===== src/rtl/hnorm_pkg.sv =====
// shared types, constants and widths for the heightmap normal generator
`default_nettype none
package hnorm_pkg;

	localparam int MAX_WIDTH_DEF = 1024;

	localparam int BASE_W = 16;
	localparam int IMGW_W = 11;
	localparam int LEN_W  = 16;
	localparam int SMP_W  = 8;
	localparam int HGT_W  = 16;
	localparam int DIFF_W = 17;
	localparam int NORM_W = 18;
	localparam int UNIT_W = 16;
	localparam int SQ_W   = 32;
	localparam int NSUM_W = 33;
	localparam int QUO_W  = 28;
	localparam int ROOT_W = 14;
	localparam int SREM_W = 18;
	localparam int PROD_W = 24;
	localparam int RCP_W  = 25;
	localparam int RCP_SH = 32;

	localparam logic [BASE_W-1:0] BASE_RST = 16'd256;
	localparam logic [IMGW_W-1:0] IMGW_RST = 11'd1024;
	localparam logic [LEN_W-1:0]  LEN_RST  = 16'd1024;

	// ceil(2^32 / 255), exact for every base_height * sample + 127
	localparam logic [RCP_W-1:0]  RECIP_255 = 25'd16843010;
	localparam logic [PROD_W-1:0] ROUND_ADD = 24'd127;
	localparam logic [NSUM_W-1:0] ONE_SQ    = 33'd65536;
	// full unit length, only reached by the y part of a flat face
	localparam logic [UNIT_W-1:0] UNIT_ONE  = 16'd16384;

	localparam logic [1:0] REG_BASE   = 2'd0;
	localparam logic [1:0] REG_WIDTH  = 2'd1;
	localparam logic [1:0] REG_LENGTH = 2'd2;

	typedef enum logic [3:0] {
		ST_IDLE, ST_RD0, ST_RD1, ST_RD2, ST_RD3,
		ST_HMUL, ST_HDIV, ST_FSEL, ST_FWAIT, ST_EMIT
	} hn_state_t;

	typedef enum logic [2:0] {
		F_IDLE, F_SQ, F_NRM, F_LOAD, F_DIV, F_SQRT, F_STORE
	} face_state_t;

	typedef struct packed {
		logic                     start;
		logic signed [DIFF_W-1:0] a;
		logic signed [DIFF_W-1:0] b;
	} face_req_t;

	typedef struct packed {
		logic                     done;
		logic signed [UNIT_W-1:0] x;
		logic signed [UNIT_W-1:0] y;
		logic signed [UNIT_W-1:0] z;
	} face_rsp_t;

endpackage
`default_nettype wire


===== src/rtl/hnorm_face.sv =====
// normalizes one face vector (a, 256, b) by bit-serial division and square root
`default_nettype none
module hnorm_face (
	input  wire logic                  clk,
	input  wire logic                  arst_n,
	input  wire hnorm_pkg::face_req_t  req,
	output hnorm_pkg::face_rsp_t       rsp,
	output logic                       busy
);
	import hnorm_pkg::*;

	localparam logic [4:0] DIV_LAST  = 5'(QUO_W - 1);
	localparam logic [4:0] SQRT_LAST = 5'(ROOT_W - 1);

	face_state_t state_q, state_d;

	logic signed [DIFF_W-1:0] a_q, b_q;
	logic [SQ_W-1:0]   a2_q, b2_q;
	logic [NSUM_W-1:0] n_q, rem_q;
	logic [QUO_W-1:0]  quo_q;
	logic [SREM_W-1:0] srem_q;
	logic [ROOT_W-1:0] root_q;
	logic [4:0]        cnt_q;
	logic [1:0]        k_q;
	logic signed [UNIT_W-1:0] ux_q, uy_q, uz_q;
	logic              done_q;

	logic [DIFF_W-1:0] mag_a, mag_b;
	logic [NSUM_W-1:0] csq;
	logic [NSUM_W:0]   r2, r2_sub;
	logic              r2_ge;
	logic [SREM_W-1:0] s_in, s_trial;
	logic              s_ge;
	logic              neg;
	logic [UNIT_W-1:0] umag;
	logic signed [UNIT_W-1:0] uval;

	assign mag_a = a_q[DIFF_W-1] ? DIFF_W'(-a_q) : a_q;
	assign mag_b = b_q[DIFF_W-1] ? DIFF_W'(-b_q) : b_q;

	always_comb begin
		unique case (k_q)
			2'd0:    csq = {1'b0, a2_q};
			2'd1:    csq = ONE_SQ;
			default: csq = {1'b0, b2_q};
		endcase
	end

	assign r2      = {rem_q, 1'b0};
	assign r2_ge   = r2 >= {1'b0, n_q};
	assign r2_sub  = r2 - {1'b0, n_q};
	assign s_in    = {srem_q[SREM_W-3:0], quo_q[QUO_W-1 -: 2]};
	assign s_trial = {2'b00, root_q, 2'b01};
	assign s_ge    = s_in >= s_trial;
	assign neg     = (k_q == 2'd0) ? a_q[DIFF_W-1] : (k_q == 2'd2) ? b_q[DIFF_W-1] : 1'b0;
	assign umag    = (k_q == 2'd1 && n_q == ONE_SQ) ? UNIT_ONE : {2'b00, root_q};
	assign uval    = neg ? -$signed(umag) : $signed(umag);

	always_comb begin
		state_d = state_q;
		unique case (state_q)
			F_IDLE:  if (req.start) state_d = F_SQ;
			F_SQ:    state_d = F_NRM;
			F_NRM:   state_d = F_LOAD;
			F_LOAD:  state_d = F_DIV;
			F_DIV:   if (cnt_q == '0) state_d = F_SQRT;
			F_SQRT:  if (cnt_q == '0) state_d = F_STORE;
			F_STORE: state_d = (k_q == 2'd2) ? F_IDLE : F_LOAD;
			default: state_d = F_IDLE;
		endcase
	end

	always_comb begin
		busy     = state_q != F_IDLE;
		rsp.done = done_q;
		rsp.x    = ux_q;
		rsp.y    = uy_q;
		rsp.z    = uz_q;
	end

	always_ff @(posedge clk or negedge arst_n) begin
		if (!arst_n) begin
			state_q <= F_IDLE;
			done_q  <= 1'b0;
		end else begin
			state_q <= state_d;
			done_q  <= (state_q == F_STORE) && (k_q == 2'd2);
		end
	end

	always_ff @(posedge clk) begin
		unique case (state_q)
			F_IDLE: begin
				a_q <= req.a;
				b_q <= req.b;
				k_q <= 2'd0;
			end
			F_SQ: begin
				a2_q <= mag_a[HGT_W-1:0] * mag_a[HGT_W-1:0];
				b2_q <= mag_b[HGT_W-1:0] * mag_b[HGT_W-1:0];
			end
			F_NRM: n_q <= {1'b0, a2_q} + {1'b0, b2_q} + ONE_SQ;
			F_LOAD: begin
				rem_q <= csq;
				quo_q <= '0;
				cnt_q <= DIV_LAST;
			end
			F_DIV: begin
				rem_q <= r2_ge ? r2_sub[NSUM_W-1:0] : r2[NSUM_W-1:0];
				quo_q <= {quo_q[QUO_W-2:0], r2_ge};
				if (cnt_q == '0) begin
					cnt_q  <= SQRT_LAST;
					srem_q <= '0;
					root_q <= '0;
				end else begin
					cnt_q <= cnt_q - 5'd1;
				end
			end
			F_SQRT: begin
				srem_q <= s_ge ? (s_in - s_trial) : s_in;
				root_q <= {root_q[ROOT_W-2:0], s_ge};
				quo_q  <= {quo_q[QUO_W-3:0], 2'b00};
				cnt_q  <= cnt_q - 5'd1;
			end
			F_STORE: begin
				unique case (k_q)
					2'd0:    ux_q <= uval;
					2'd1:    uy_q <= uval;
					default: uz_q <= uval;
				endcase
				k_q <= k_q + 2'd1;
			end
			default: ;
		endcase
	end

	a_done_single: assert property (@(posedge clk) disable iff (!arst_n)
		done_q |=> !done_q) else $error("face done longer than one cycle");
	a_done_from_store: assert property (@(posedge clk) disable iff (!arst_n)
		done_q |-> ($past(state_q) == F_STORE && $past(k_q) == 2'd2))
		else $error("face done without final store");
	a_start_taken: assert property (@(posedge clk) disable iff (!arst_n)
		(req.start && state_q == F_IDLE) |=> state_q == F_SQ)
		else $error("face start not taken");

endmodule
`default_nettype wire


===== config.mk =====
export PLATFORM = sky130hd
export DESIGN_NAME = hnorm_face
export DESIGN_NICKNAME = d
export VERILOG_FILES = /design/src/rtl/hnorm_pkg.sv /design/src/rtl/hnorm_face.sv
export SDC_FILE = /design/constraint.sdc
export NUM_CORES = 1
export LEC_CHECK = 0
export BUFFER_PORTS_ARGS = -buffer_cell sky130_fd_sc_hd__buf_4
export CORE_MARGIN = 8
export CORE_UTILIZATION = 35
export DETAILED_ROUTE_END_ITERATION = 10
export GPL_TIMING_DRIVEN = 0
export PLACE_DENSITY = 0.64
export RECOVER_POWER = 50
export SKIP_CTS_REPAIR_TIMING = 1
export SLEW_MARGIN = 20
export SYNTH_ARGS = -nofsm -noshare
export SYNTH_HDL_FRONTEND = slang
export SYNTH_SLANG_ARGS = --single-unit

===== constraint.sdc =====
create_clock -name clk -period 8.2 [get_ports clk]
set_clock_uncertainty 0.05 [all_clocks]
set_input_delay 0.82 -clock clk [delete_from_list [all_inputs] [get_ports clk]]
set_output_delay 0.82 -clock clk [all_outputs]
set_load 0.1 [all_outputs]

==> results of run 1 <==
## cell usage after synthesis (all sizes together), types with 3 or more instances
cell       n  area, µm²
and2       9       58.8
a21boi     8       60.1
a221o      6       60.1
nand3b     6       45.0
fa       328       6570
or2        3       18.8
inv      542       2030
a2111oi    6       66.3
xor2      61        564
and3      16        100
o41ai      4       53.8
a221oi    32        287
nor4      13       93.8
ha       310       3880
a211o      5       43.8
nand2b    23        144
o31ai     15        145
edfxtp   275       8260
nand3     29        145
clkbuf    59        221
clkinv     9       33.8
xnor2    117       1040
o22ai      4       25.0
nor2     263        992
or4        3       33.8
mux2i     38        380
o21a      15        113
nor2b     22        138
o211ai     9       67.6
or3       14       92.6
a211oi    27        213
nand2    224        841
buf       14       91.3
a311oi     5       50.0
a31oi     20        131
o21ai     89        453
nand4     18        113
nor3      30        150
a21o      56        420
a31o       4       35.0
o21bai    15        113
a21oi    150        754
dfrtp      4        100
a22o      28        245
## critical path, delay by kind of cell (launching register included)
kind / cells / cell delay, ns
adder cells (fa/ha/maj): 8 / 3.48
AO/OA/AOI/OAI: 8 / 1.71
buffers and inverters: 10 / 1.19
AND/OR/NAND/NOR: 3 / 0.49
flip-flops: 1 / 0.48
XOR/XNOR: 2 / 0.37
## per-layer routing
layer	global-route usage (%)	vias to the layer above	share of wire, %
met1	20.3	10900	44
met2	25.6	558	48
met5	0	-	0
li1	-	10400	-
met3	2.53	117	6.3
met4	3.61	0	2.3
## area by class of cell
type / count / area [µm²]
clock buffer: 42 / 965
timing repair buffer: 199 / 1600
fill: 8237 / 49700
multi-input combinational: 2051 / 19900
buffer: 70 / 349
tap: 1144 / 1430
sequential: 279 / 8360
inverter: 551 / 2120
clock inverter: 26 / 243
## power by group
group,total (mW),switching [mW],leakage [nW],internal (mW)
combinational,0.0139,0.00389,12.9,0.00994
clock,1.61,0.682,0.590,0.925
sequential,1.55,0,2.70,1.55
## path summary, 6_finish.rpt
| check | start | endpoint | slack, ns | cells after the start |
|---|---|---|---|---|
| hold reg to reg | quo_q[15]$_DFFE_PN_ | quo_q[17]$_DFFE_PN_ | 0.52 | 1 |
| min in group asynchronous | arst_n | state_q[1]$_DFFE_PN0P_ | 0.60 | 2 |
| setup / recovery | b_q[0]$_DFFE_PP_ | b2_q[30]$_DFFE_PP_ | 0.14 | 31 |
| setup reg to reg | b_q[0]$_DFFE_PP_ | b2_q[30]$_DFFE_PP_ | 0.14 | 31 |
| hold / removal | req[22] | a_q[5]$_DFFE_PP_ | 0.40 | 1 |
| max in group asynchronous | arst_n | done_q$_DFF_PN0_ | 7.29 | 2 |
## stage by stage
| step | setup TNS [ns] | std cells | setup WS (ns) | hold slack [ns] | cell area, µm² |
|---|---|---|---|---|---|
| finish | 0 | 4362 | 0.144 | 0.405 | 34900 |
| global route | -0.444 | 4362 | -0.108 | 0.385 | 34900 |
| CTS | -31.01 | 4259 | -1.49 | -0.0564 | 33200 |
| detailed placement | -29.51 | 4191 | -1.44 | 0.501 | 32000 |
| global placement | -29.27 | 4184 | -1.48 | 0.494 | 31800 |
| floorplan | 0 | 2954 | 0.352 | 0.446 | 29700 |
## logic make-up (layout without fill, tap and decap cells)
group                      count (synthesis)  count (layout)  share of synthesized area, %
other                                      1               1                        0.0126
muxes                                     38              38                          1.28
DFF                                      279             279                          28.1
adders and majority gates                638             638                          35.1
xor gates and xnor gates                 178             178                          5.41
and+or+nand+nor                          677             677                          10.1
buffers and inverters                    624             888                          8.01
AOI/OAI and AO/OA                        519             519                          11.9
## registers in the layout, indices dropped and copies added, names as in the netlist, 2 cells and up
| name | flops |
|---|---|
| srem_q | 16 |
| n_q | 33 |
| a2_q | 31 |
| a_q | 17 |
| quo_q | 28 |
| uz_q | 16 |
| k_q | 2 |
| b_q | 17 |
| ux_q | 16 |
| root_q | 14 |
| b2_q | 31 |
| uy_q | 16 |
| state_q | 3 |
| rem_q | 33 |
| cnt_q | 5 |
==> results_dict.tcl, run 1 <==
set metrics [dict create \
    outcome "finished, final reports clean" \
    startpoint_type "flop" \
    cts_root_buffer "clkbuf_16" \
    syn_avg_cell_area_um2 10.1 \
    initial_utilization_pct 35.1 \
    slew_violations 0 \
    finalCriticalPeriod_ns 8.06 \
    arrival_ns 8.31 \
    via_count 21900 \
    cts_buffers 37 \
    worstMarginPinSlew_ns 0.955 \
    min_path_type "primary input to flop" \
    die_height_um 307 \
    clock_latency_ns 0.58 \
    synthesis.nets 3629 \
    layout_common_cells "531 x inv_1, 324 x fa_1, 297 x ha_1" \
    postRouteAntennaNets 0 \
    io_pins 87 \
    cts_tree "built" \
    total_power_mw 3.17 \
    synth_cell_types 88 \
    p_per_area_nw_per_um2 90.6 \
    ys.flop_type "edfxtp_1" \
    crit_path_end_kind "flop" \
    die_area_um2 94500 \
    grt_overflow 0 \
    io_buffers 86 \
    cp_max_fo 8 \
    n_antenna_cell 0 \
    critPathMostFrequentCell "fa_1" \
    ir_drop_uv 116 \
    leakage_nw 16.1 \
    clock_sinks 279 \
    max_freq_mhz 124 \
    groute.usage.overall_pct 15.2 \
    rows 107 \
    fin_nets 3864 \
    layout-drive-gt1-share_pct 13.7 \
    worstPathRequired_ns 8.46 \
    hpwl_um 57500 \
    syn_to_final_growth_pct 17.6 \
    critPathMaxStageDelay_ns 0.57 \
    post_drt_via_cell_ratio 5.02 \
    synth_edf_count 275 \
    fin_crit_sh_pct 98.2 \
    slew_headroom_pct 35.9 \
    core_um2 84600 \
    finalWirelength_um 73200 \
    wire_per_inst_um 16.8 \
    die_w_um 307 \
    slowest_stage "fa_1" \
    grt_pass1_wl_um 116000 \
    crit_type "flop to flop" \
    grt_pass1_vias 22200 \
    setup_viol 0 \
    ys_warn_count 0 \
    ys_ff_latch 279 \
    htree_levels 2 \
    dr.pass1.iters 5 \
    utilization_pct 41.3 \
    drtIter0Drc 1414 \
    grt_max_degree 34 \
    maxCapViolations 0 \
    drc 0 \
    place_congestion 0.897 \
    synth-async-reset-ratio_pct 1.43 \
    rsz0062_at_grt "yes" \
    postSynthCellCount 2954 \
    ys_seq_area_share_pct 28.1 \
    mostFrequentLayoutCell "inv_1" \
    clk_pin_slew_ns 0.06 \
    cts_buffer_depth 3 \
    syn_area_um2 29700 \
    antenna_found_initial 1 \
    hold_viol 0 \
]
Note: power is estimated with default switching activity, not from simulation.
==> run 2, diff against run 1 <==
Settings changed: CTS_BUF_LIST set to sky130_fd_sc_hd__clkbuf_4 sky130_fd_sc_hd__clkbuf_8, TNS_END_PERCENT set to 100.
Clock period 8.2 ns to 7 ns, I/O delays scaled along.
==> results_dict.tcl, run 2 (synthesized netlist as in run 1, its figures left out) <==
set metrics [dict create \
    grt_pass1_wl_um 116000 \
    rsz0062_at_grt "yes" \
    rows 107 \
    grt_max_degree 34 \
    drtIter0Drc 1398 \
    mostFrequentLayoutCell "inv_1" \
    combPwrFrac_pct 0.5 \
    reg_top3 "n_q (33), rem_q (33)" \
    ir_drop_uv 117 \
    p_sw_uw 759 \
    die_area_um2 94500 \
    crit_path_end_kind "flop" \
    dr.pass1.iters 5 \
    maxCapViolations 2 \
    min_path_type "primary input to flop" \
    grt_overflow 0 \
    seqPwrFrac_pct 54.1 \
    startpoint_type "flop" \
    cp_max_fo 5 \
    post_drt_via_cell_ratio 5.04 \
    utilization_pct 41.6 \
    via_count 22200 \
    final.fill_count 8205 \
    clk_pin_slew_ns 0.06 \
    wire_per_inst_um 16.8 \
    die_height_um 307 \
    switching_share_pct 22.7 \
    dpl.cell_count 4191 \
    p_per_area_nw_per_um2 95.0 \
    slowest_stage "fa_1" \
    slew_headroom_pct -10.0 \
    place_congestion 0.882 \
    clock_latency_ns 0.68 \
    max_freq_mhz 125 \
    postRouteAntennaNets 0 \
    cts_buffers 52 \
    finalWirelength_um 74100 \
    fin_nets 3894 \
    power.share.clock_pct 45.4 \
    slew_violations 28 \
    htree_levels 2 \
    worstPathRequired_ns 7.43 \
    final_cells 4402 \
    io_buffers 86 \
    arrival_ns 8.44 \
    layout-drive-gt1-share_pct 15.2 \
    core_um2 84600 \
    critPathMostFrequentCell "fa_1" \
    outcome "complete, but fails checks" \
    io_pins 87 \
    drc 0 \
    cts_tree "built" \
    hold_viol 0 \
    groute.usage.overall_pct 15.2 \
    layout_common_cells "517 x inv_1, 319 x fa_1, 287 x ha_1" \
    finalCriticalPeriod_ns 8.01 \
    worst_slack_ns -1.01 \
    grt_pass1_vias 22300 \
    leakage_nw 16.0 \
    critPathMaxStageDelay_ns 0.59 \
    crit_type "flop to flop" \
    hpwl_um 58300 \
    cts_buffer_depth 3 \
    cts_root_buffer "clkbuf_8" \
    cellInternalPower_mw 2.59 \
    worstMarginPinSlew_ns 1.65 \
    clock_sinks 279 \
    setup_viol 32 \
    fin_crit_sh_pct 114 \
    violations "capacitance limit, slew limit, setup timing" \
    syn_to_final_growth_pct 18.5 \
    die_w_um 307 \
    antenna_found_initial 1 \
    initial_utilization_pct 35.1 \
]
run 2: changes by cell type in the layout (fill, tap and decap cells not counted), moves of 14 or more:
cell	before	now
inv_1	531	517
buf_4	155	109
clkbuf_8	2	52
clkbuf_16	37	0
clkbuf_1	52	101
nor2_1	254	240
run 2: metrics by stage:
stage               setup TNS [ns]  power [mW]  worst slack [ns]  hold slack (ns)  cell area (µm²)
detailed placement          -52.15        1.86             -2.00            0.457            32600
finish                      -17.19        3.35             -1.01            0.181            35200
global placement            -54.52        1.86             -2.07            0.458            32400
CTS                         -53.90        3.40             -2.04           -0.288            33500
floorplan                    -2.09        1.85            -0.388            0.354            30300
global route                -24.34        3.46             -1.18            0.149            35200
run 2: cell type report:
type                            instances  area (µm²)  area share [%]
Sequential cell                       279        8360            23.7
Inverter                              551        2130            6.06
Multi-Input combinational cell       2051       20400            57.9
Buffer                                 69         389            1.10
Antenna cell                            1        2.50         0.00710
Clock inverter                         28         156           0.444
Timing Repair Buffer                  215        1570            4.45
Tap cell                             1144        1430            4.06
Clock buffer                           64         806            2.29
run 2: final timing paths:
path | endpoint | from | cells after the start | slack, ns
worst min-delay path | a_q[0]$_DFFE_PP_ | req[17] | 1 | 0.18
min in group asynchronous | state_q[2]$_DFFE_PN0P_ | arst_n | 2 | 0.40
worst max register to register | b2_q[28]$_DFFE_PP_ | b_q[4]$_DFFE_PP_ | 27 | -1.01
worst min register to register | quo_q[16]$_DFFE_PN_ | quo_q[14]$_DFFE_PN_ | 1 | 0.51
worst max-delay path | b2_q[28]$_DFFE_PP_ | b_q[4]$_DFFE_PP_ | 27 | -1.01
max in group asynchronous | state_q[0]$_DFFE_PN0P_ | arst_n | 2 | 6.25
run 2: per-layer routing:
layer / global-route usage, % / part of all wire (%)
met5: 0 / 0
met3: 2.54 / 5.6
met4: 3.52 / 2.2
met1: 20.5 / 45
met2: 25.4 / 48
run 2: worst max-delay path, delay by kind of cell (launching register included):
| kind | cells | cell delay [ns] |
|---|---|---|
| and+or+nand+nor | 5 | 1.27 |
| DFF | 1 | 0.43 |
| adders and majority gates | 7 | 3.41 |
| xor gates and xnor gates | 2 | 0.47 |
| AOI/OAI and AO/OA | 7 | 1.69 |
| buffers and inverters | 6 | 0.54 |
run 2: power by group through the flow:
stage	clock, mW	combinational, mW	sequential (mW)
detailed placement	0	0.0177	1.85
global route	1.63	0.0170	1.81
floorplan	0	0.000648	1.85
finish	1.52	0.0156	1.81
global placement	0	0.0176	1.85
CTS	1.57	0.0177	1.81
